--- src/hw/rtl/ibsu_pkg.sv ---
// ----------------------------------------------------------------------------
// ibsu_pkg
// Types and constants shared by the integer bit scan unit.
// ----------------------------------------------------------------------------
package ibsu_pkg;

	// largest operand width in bytes; the datapath is 64 bits wide
	localparam int unsigned MAX_BYTES = 8;
	localparam int unsigned DATA_W    = 64;
	localparam int unsigned NB_BYTES  = DATA_W / 8;
	localparam int unsigned EFF_BYTES = (MAX_BYTES < NB_BYTES) ? MAX_BYTES : NB_BYTES;
	localparam int unsigned BIDX_W    = $clog2(NB_BYTES);
	localparam int unsigned CNT_W     = $clog2(DATA_W + 1);

	// operation codes
	localparam logic [1:0] CMD_BSWAP = 2'd0;
	localparam logic [1:0] CMD_CLZ   = 2'd1;
	localparam logic [1:0] CMD_CTZ   = 2'd2;
	localparam logic [1:0] CMD_POPC  = 2'd3;

	typedef struct packed {
		logic [1:0]         cmd;
		logic [3:0]         width_bytes;
		logic [63:0]        operand;
		logic               use_zero_count;
		logic signed [31:0] zero_count;
	} ibsu_req_t;

	typedef struct packed {
		logic [63:0] result;
		logic        scan_of_zero;
	} ibsu_rsp_t;

endpackage

--- src/hw/rtl/integer_bit_scan_unit.sv ---
// ----------------------------------------------------------------------------
// integer_bit_scan_unit
// Byte swap, leading/trailing zero count and population count on a 64-bit
// operand masked to 1..8 bytes.
// ----------------------------------------------------------------------------
//
//  channel  | ports              | transfer
//  ---------+--------------------+------------------------------------------
//  request  | start, busy, req   | edge with start high and busy low
//  response | done, rsp          | edge ending the cycle that done is high
//
//  one item per cycle; busy is never raised
//  the request is registered into _s1 at its transfer edge and its
//    result then into _s2; done is driven from the _s2 valid bit, and the
//    response transfers at the edge that ends the cycle done is high
//  reset clears the valid bits only; payload registers are not reset
//  the receiver cannot stall: each response shows for exactly one cycle
//  the path between _s1 and _s2 is a byte priority encode, an 8-way byte
//    select, a bit encode and a 7-bit add then subtract; popcount is a sum
//    of eight 4-bit byte counts
//
module integer_bit_scan_unit
	import ibsu_pkg::*;
(
	input  logic      clk,
	input  logic      arst_n,
	input  logic      start,
	output logic      busy,
	input  ibsu_req_t req,
	output logic      done,
	output ibsu_rsp_t rsp
);

	// stage 1: captured request
	ibsu_req_t req_s1;
	logic      valid_s1;

	// stage 2: result register
	ibsu_rsp_t rsp_s2;
	logic      valid_s2;

	// combinational datapath
	logic [3:0]          nb;         // clamped width in bytes
	logic [NB_BYTES-1:0] byte_en;    // bytes inside the width
	logic [63:0]         bits;       // masked operand
	logic [NB_BYTES-1:0] byte_nz;    // nonzero bytes
	logic [BIDX_W-1:0]   hi_byte;
	logic [BIDX_W-1:0]   lo_byte;
	logic [7:0]          hi_sel;
	logic [7:0]          lo_sel;
	logic [2:0]          hi_bit;
	logic [2:0]          lo_bit;
	logic [CNT_W-1:0]    bit_len;
	logic [CNT_W-1:0]    clz;
	logic [CNT_W-1:0]    ctz;
	logic [CNT_W-1:0]    popc;
	logic [63:0]         swapped;
	logic                is_zero;
	ibsu_rsp_t           rsp_d;

	// never stalls
	assign busy = 1'b0;

	always_ff @(posedge clk or negedge arst_n) begin
		if (!arst_n) begin
			valid_s1 <= 1'b0;
			valid_s2 <= 1'b0;
		end else begin
			valid_s1 <= start && !busy;
			valid_s2 <= valid_s1;
		end
	end

	always_ff @(posedge clk) begin
		if (start && !busy) begin
			req_s1 <= req;
		end
		if (valid_s1) begin
			rsp_s2 <= rsp_d;
		end
	end

	// width clamp: zero means one byte, anything above the limit is the limit
	always_comb begin
		if (req_s1.width_bytes == 4'd0) begin
			nb = 4'd1;
		end else if (req_s1.width_bytes > 4'(EFF_BYTES)) begin
			nb = 4'(EFF_BYTES);
		end else begin
			nb = req_s1.width_bytes;
		end
	end

	// byte mask and per-byte summaries
	always_comb begin
		for (int i = 0; i < NB_BYTES; i++) begin
			byte_en[i]     = (4'(i) < nb);
			bits[i*8 +: 8] = byte_en[i] ? req_s1.operand[i*8 +: 8] : 8'h00;
			byte_nz[i]     = |bits[i*8 +: 8];
		end
		is_zero = ~|byte_nz;
	end

	// highest and lowest nonzero byte
	always_comb begin
		hi_byte = '0;
		lo_byte = '0;
		for (int i = 0; i < NB_BYTES; i++) begin
			if (byte_nz[i]) begin
				hi_byte = BIDX_W'(i);
			end
		end
		for (int i = NB_BYTES - 1; i >= 0; i--) begin
			if (byte_nz[i]) begin
				lo_byte = BIDX_W'(i);
			end
		end
	end

	// highest and lowest set bit inside the chosen bytes
	always_comb begin
		hi_sel = bits[hi_byte*8 +: 8];
		lo_sel = bits[lo_byte*8 +: 8];
		hi_bit = '0;
		lo_bit = '0;
		for (int i = 0; i < 8; i++) begin
			if (hi_sel[i]) begin
				hi_bit = 3'(i);
			end
		end
		for (int i = 7; i >= 0; i--) begin
			if (lo_sel[i]) begin
				lo_bit = 3'(i);
			end
		end
		bit_len = CNT_W'({hi_byte, hi_bit}) + CNT_W'(1);
		clz     = CNT_W'({nb, 3'b000}) - bit_len;
		ctz     = CNT_W'({lo_byte, lo_bit});
	end

	// population count: per-byte counts, then a sum of eight small values
	always_comb begin
		logic [3:0] byte_cnt [NB_BYTES];
		for (int i = 0; i < NB_BYTES; i++) begin
			byte_cnt[i] = '0;
			for (int j = 0; j < 8; j++) begin
				byte_cnt[i] = byte_cnt[i] + 4'(bits[i*8 + j]);
			end
		end
		popc = '0;
		for (int i = 0; i < NB_BYTES; i++) begin
			popc = popc + CNT_W'(byte_cnt[i]);
		end
	end

	// byte swap within the width; byte j of the result is byte nb-1-j
	always_comb begin
		logic [3:0] src;
		for (int j = 0; j < NB_BYTES; j++) begin
			src                = nb - 4'd1 - 4'(j);
			swapped[j*8 +: 8]  = (4'(j) < nb) ? bits[src[BIDX_W-1:0]*8 +: 8] : 8'h00;
		end
	end

	// result select
	always_comb begin
		rsp_d = '0;
		unique case (req_s1.cmd)
			CMD_BSWAP: begin
				rsp_d.result = swapped;
			end
			CMD_POPC: begin
				rsp_d.result = 64'(popc);
			end
			CMD_CLZ, CMD_CTZ: begin
				if (is_zero) begin
					if (req_s1.use_zero_count) begin
						rsp_d.result = {32'h0, req_s1.zero_count};
					end else begin
						rsp_d.scan_of_zero = 1'b1;
					end
				end else if (req_s1.cmd == CMD_CLZ) begin
					rsp_d.result = 64'(clz);
				end else begin
					rsp_d.result = 64'(ctz);
				end
			end
			default: begin
				rsp_d = '0;
			end
		endcase
	end

	assign done = valid_s2;
	assign rsp  = rsp_s2;

	// every request transfer gives a response, through _s1 and _s2
	a_req_to_rsp: assert property (@(posedge clk) disable iff (!arst_n)
		(start && !busy) |=> ##1 done)
		else $error("response missing for accepted request");

	// no response without a valid request in _s1 before it
	a_rsp_from_req: assert property (@(posedge clk) disable iff (!arst_n)
		done |-> $past(valid_s1))
		else $error("response without request");

	// a flagged zero scan carries a zero result
	a_flag_zero: assert property (@(posedge clk) disable iff (!arst_n)
		(done && rsp.scan_of_zero) |-> (rsp.result == 64'h0))
		else $error("zero scan flag with nonzero result");

	// the flag only comes from a scan command
	a_flag_cmd: assert property (@(posedge clk) disable iff (!arst_n)
		(valid_s1 && (req_s1.cmd == CMD_BSWAP || req_s1.cmd == CMD_POPC))
		|=> !rsp.scan_of_zero)
		else $error("zero scan flag on swap or popcount");

endmodule
--- config.mk ---
export PLATFORM = sky130hd
export DESIGN_NAME = integer_bit_scan_unit
export DESIGN_NICKNAME = d
export VERILOG_FILES = /design/src/hw/rtl/ibsu_pkg.sv /design/src/hw/rtl/integer_bit_scan_unit.sv
export SDC_FILE = /design/constraint.sdc
export NUM_CORES = 1
export LEC_CHECK = 0
export BUFFER_PORTS_ARGS = -buffer_cell sky130_fd_sc_hd__buf_2
export CAP_MARGIN = 0
export CORE_MARGIN = 5
export CORE_UTILIZATION = 50
export DETAILED_ROUTE_END_ITERATION = 16
export PLACE_DENSITY = 0.77
export RECOVER_POWER = 25
export SLEW_MARGIN = 25
export SYNTH_ARGS = -nofsm -noshare
export SYNTH_HDL_FRONTEND = slang
export SYNTH_SLANG_ARGS = --single-unit
--- constraint.sdc ---
create_clock -name clk -period 11.75 [get_ports clk]
set_input_delay 1.175 -clock clk [delete_from_list [all_inputs] [get_ports clk]]
set_output_delay 1.175 -clock clk [all_outputs]
set_load 0.02 [all_outputs]
After elaboration in Yosys (flattened, before gate mapping). Cells that the tools add are included.

Flip-flop bits (word level): 170. Bits of input ports: 106. Output and inout port bits: 67. Logic and storage cells: 171.

Add/subtract/negate cells: 73. Order comparisons: 9. Equal/unequal tests: 3. Shift-type cells: 10. Multiplexer cells: 53. Bitwise gates (word level): 1. Reduce and logical (&&, ||, !) cells: 13.

Operators with widths (count): indexed part select 64 x 7 -> 8 bit (10); case mux 64 bit (3 select lines) (1); adder 4 x 1 -> 4 bit (32); two-way mux 8 bit (16); two-way mux 3 bit (26); OR reduction 65 bit (1); two-way mux 64 bit (1); OR reduction 64 bit (1); OR reduction 8 bit (8); adder 3 x 1 -> 4 bit (8); two-way mux 32 bit (1); adder 7 x 4 -> 7 bit (4); adder 2 x 1 -> 3 bit (8); adder 1 x 1 -> 2 bit (8); less-than comparator 3 x 4 -> 1 bit, first input constant (4); subtractor 3 bit, second input constant (4); less-than comparator 1 x 4 -> 1 bit, first input constant (2); less-than comparator 2 x 4 -> 1 bit, first input constant (2); two-way mux 4 bit (2); adder 6 x 1 -> 7 bit, second input constant (1); adder 6 x 4 -> 7 bit (1); two-way mux 7 bit (1); subtractor 7 bit (1); adder 5 x 4 -> 6 bit (1); 12 further kinds (18).

Logic depth before layout (Yosys ltp).
Word-level depth: 26. Depth in mapped cells: 33. Mapped depth without buffers: 29.

Worst setup path after synthesis. No wires, ideal clock.

Kind: reg-to-reg. Start: register req_s1[100] (netlist bit). End: register rsp_s2 (netlist bit rsp[6]), data pin. Arrival time: 8.299 ns. Path slack: 3.183 ns. Cell stages (with the launch flop): 33. Path buffers: 5. Cell sequence: edfxtp_1 buf_2 or3_1 nand2_1 inv_1 buf_1 clkbuf_1 ha_1 ha_1 o21ba_2 clkbuf_1 and2_1 clkbuf_1 fa_1 fa_1 fa_1 inv_1 fa_1 inv_1 fa_1 fa_1 fa_1 inv_1 fa_1 inv_1 ha_1 a21o_1 a21oi_1 o21bai_1 a21oi_1 xnor2_1 a22oi_1 o22ai_1.

RTL lines: start, declared (line integer_bit_scan_unit.sv:35) `ibsu_req_t req_s1;`; start signal, assigned (line integer_bit_scan_unit.sv:76) `req_s1 <= req;`; end signal, assigned (line integer_bit_scan_unit.sv:79) `rsp_s2 <= rsp_d;`; end, declared (line integer_bit_scan_unit.sv:39) `ibsu_rsp_t rsp_s2;`.

==> impl_metrics.env <==
export IMPL_cts_tree="yes"
export IMPL_clk_pin_slew_ns=0.07
export IMPL_area_growth_pct=14.5
export IMPL_clock_path_buffers=2
export IMPL_utilization=0.577
export IMPL_seqPwrFrac=0.176
export IMPL_die_w_um=160
export IMPL_gr_usage_met2=0.506
export IMPL_critPathRequiredTime_ns=11.92
export IMPL_grt_pass1_vias=9597
export IMPL_cts_repair_resize_count=0
export IMPL_status="finished, final reports clean"
export IMPL_fill_cells=1984
export IMPL_cp_slowest_cell="fa_1"
export IMPL_design_core_area_um2=22400
export IMPL_yosysSeqAreaShare=0.450
export IMPL_antenna_found_initial=0
export IMPL_ir_drop_mv=0.757
export IMPL_ios=173
export IMPL_yosys_warnings=0
export IMPL_cp_arrival_ns=9.47
export IMPL_skew_ns=0.0162
export IMPL_endpoint_kind="register"
export IMPL_ant_nets=0
export IMPL_swShare=0.468
export IMPL_synthArstFlopShare=0.0118
export IMPL_dpl_cell_area_um2=12400
export IMPL_design_area_um2=12900
export IMPL_rows=55
export IMPL_synth_common_cells="168 x edfxtp_1, 129 x nand2_1, 101 x nor2_1, 91 x a21oi_1, 88 x inv_1"
export IMPL_drv_slew=0
export IMPL_switching_power_w=0.00210
export IMPL_grtUsageMet3=0.0547
export IMPL_drt_wl_total_um=41800
export IMPL_reg2reg_depth=30
export IMPL_ctsHoldBuffers=0
export IMPL_finalHoldViolCount=0
export IMPL_combPwrFrac=0.696
export IMPL_post_cts_buffers=0
export IMPL_synth_cell_types=77
export IMPL_path_max_fanout=42
export IMPL_syn_cell_area_um2=11300
export IMPL_synthCells=1109
export IMPL_htree_num_levels=4
export IMPL_drive_gt1_frac=0.192
export IMPL_clock_sinks=170
export IMPL_fin_crit_ns=9.30
export IMPL_firstDrtPassIters=5
export IMPL_p_leak_nw=5.40
export IMPL_cts_root_buffer="clkbuf_16"
export IMPL_drt_initial_drc_count=1117
export IMPL_synth_most_common_cell="edfxtp_1"
export IMPL_die_y_um=160
export IMPL_tightest_slew_ns=0.988
export IMPL_dp_cells=1514
export IMPL_synth_area_leaders="edfxtp_1 45%, fa_1 9.7%, mux2i_1 5.8%"
export IMPL_slew_limit_headroom=0.342
export IMPL_post_place_ws_ns=2.62
export IMPL_hold_path_class="in -> async"
export IMPL_syn_nets=1296
export IMPL_vias=9581
export IMPL_wl_per_cell_um=27.1
export IMPL_drc=0
export IMPL_gp_congestion=1.04
export IMPL_synth_top_flop_cell="edfxtp_1"
export IMPL_num_nets_final=1435
export IMPL_use_met1=0.443
export IMPL_dpl_hpwl_um=32500
export IMPL_grt_use_total=0.323
export IMPL_p_clk_frac=0.128
export IMPL_finalSetupTns_ns=0
export IMPL_ys_ff_latch=170
export IMPL_initial_core_util=0.504
export IMPL_grt_max_degree=72
export IMPL_cp_common_cell="fa_1"
export IMPL_p_per_area_nw_per_um2=347
export IMPL_antennaDiodeCount=0
export IMPL_synth_top_area_share=0.446
export IMPL_synth_edf_count=168
export IMPL_rsz0062_at_grt="false"
export IMPL_clk_latency_ns=0.45
export IMPL_grt_first_pass_wirelength_um=61600
export IMPL_worst_slack_ns=2.45
export IMPL_start_kind="register"
export IMPL_busiest_layer="met2"
export IMPL_synth_area_per_cell_um2=10.2
export IMPL_synth_largest_area_cell="edfxtp_1"
export IMPL_path_class="reg -> reg"
export IMPL_via_per_inst=6.20
export IMPL_setup_violations=0
export IMPL_die_area_um2=25700
export IMPL_port_buffers=171
export IMPL_fmax_mhz=108
export IMPL_numCtsBuffers=17
export IMPL_grt_overflow_total=0
export IMPL_cpPeakStageDelay_ns=0.62
export IMPL_cap_violations=0
export IMPL_finalCritPeriodShare=0.792
export IMPL_fin_cells=1546
export IMPL_p_int_w=0.00239
==> flip-flops by register name (all words and copies together), names as in the netlist <==
name and cells:
req_s1 103, rsp 65, done 1, valid_s1 1
==> cell type report <==
type	instances	area, um2	share of cell area
multi-input combinational	781	5590	0.432
sequential	170	5100	0.394
inverter	92	358	0.0276
timing repair buffer	186	967	0.0747
tap	285	357	0.0275
clock inverter	14	154	0.0119
clock buffer	18	429	0.0331
==> per-stage QoR <==
step / total power, W / hold slack, ns
finish: 0.00449 / 0.509
detailed placement: 0.00384 / 0.513
global placement: 0.00369 / 0.508
floorplan: 0.00313 / 0.496
CTS: 0.00444 / 0.503
global route: 0.00489 / 0.498
==> final timing paths <==
path	startpoint	to	slack (ns)
worst max-delay path	req_s1[100]	rsp[6]	2.45
worst min-delay path	arst_n	done	0.51
worst max register to register	req_s1[100]	rsp[6]	2.45
worst min register to register	req_s1[17]	rsp[18]	0.53
max in group asynchronous	arst_n	valid_s1	11.10
min in group clk	req_s1[17]	rsp[18]	0.53
==> layer usage <==
layer | vias to the layer above | share of wire
met3 | 96 | 0.085
met4 | 0 | 0.044
met1 | 4612 | 0.41
met5 | - | 0
met2 | 608 | 0.46
li1 | 4265 | -
==> cell families after synthesis <==
logic type / after synthesis / synth area share
and+or+nand+nor: 325 / 0.133
AOI/OAI and AO/OA: 298 / 0.167
DFF: 170 / 0.450
buffers and inverters: 158 / 0.0561
adders and majority gates: 81 / 0.126
muxes: 68 / 0.0614
xor gates and xnor gates: 8 / 0.00619
other: 1 / 0.000331
==> power by group through the flow <==
stage               logic, W  clock network (W)  registers, W
floorplan            0.00230                  0      0.000832
global placement     0.00289                  0      0.000800
detailed placement   0.00304                  0      0.000801
CTS                  0.00308           0.000577      0.000788
global route         0.00349           0.000601      0.000794
finish               0.00313           0.000573      0.000790
==> worst max-delay path: cells and delay by family (launching register included) <==
| family | cells | cell delay [ns] |
|---|---|---|
| buf+inv | 8 | 1.40 |
| fa+ha+maj | 11 | 5.02 |
| compound gates | 7 | 1.18 |
| flops | 1 | 0.33 |
| xor+xnor | 1 | 0.09 |
| simple gates | 3 | 1.01 |
==> cells in the final DEF, fill, tap and decap left out, types with 9 or more instances in the layout <==
master,synthesis,final
edfxtp_1,168,168
buf_2,14,167
nand2_1,129,129
nor2_1,101,101
a21oi_1,91,91
inv_1,88,88
mux2i_1,66,66
o21ai_0,65,65
fa_1,55,55
ha_1,26,26
and2_1,21,21
nand3_1,18,18
clkbuf_16,0,17
buf_4,1,16
a211oi_1,15,15
a31oi_1,13,13
o22ai_1,12,12
nor4_1,12,12
a22oi_1,12,12
o211ai_1,10,10
o221ai_1,9,9
(Power assumes the default switching activity.)
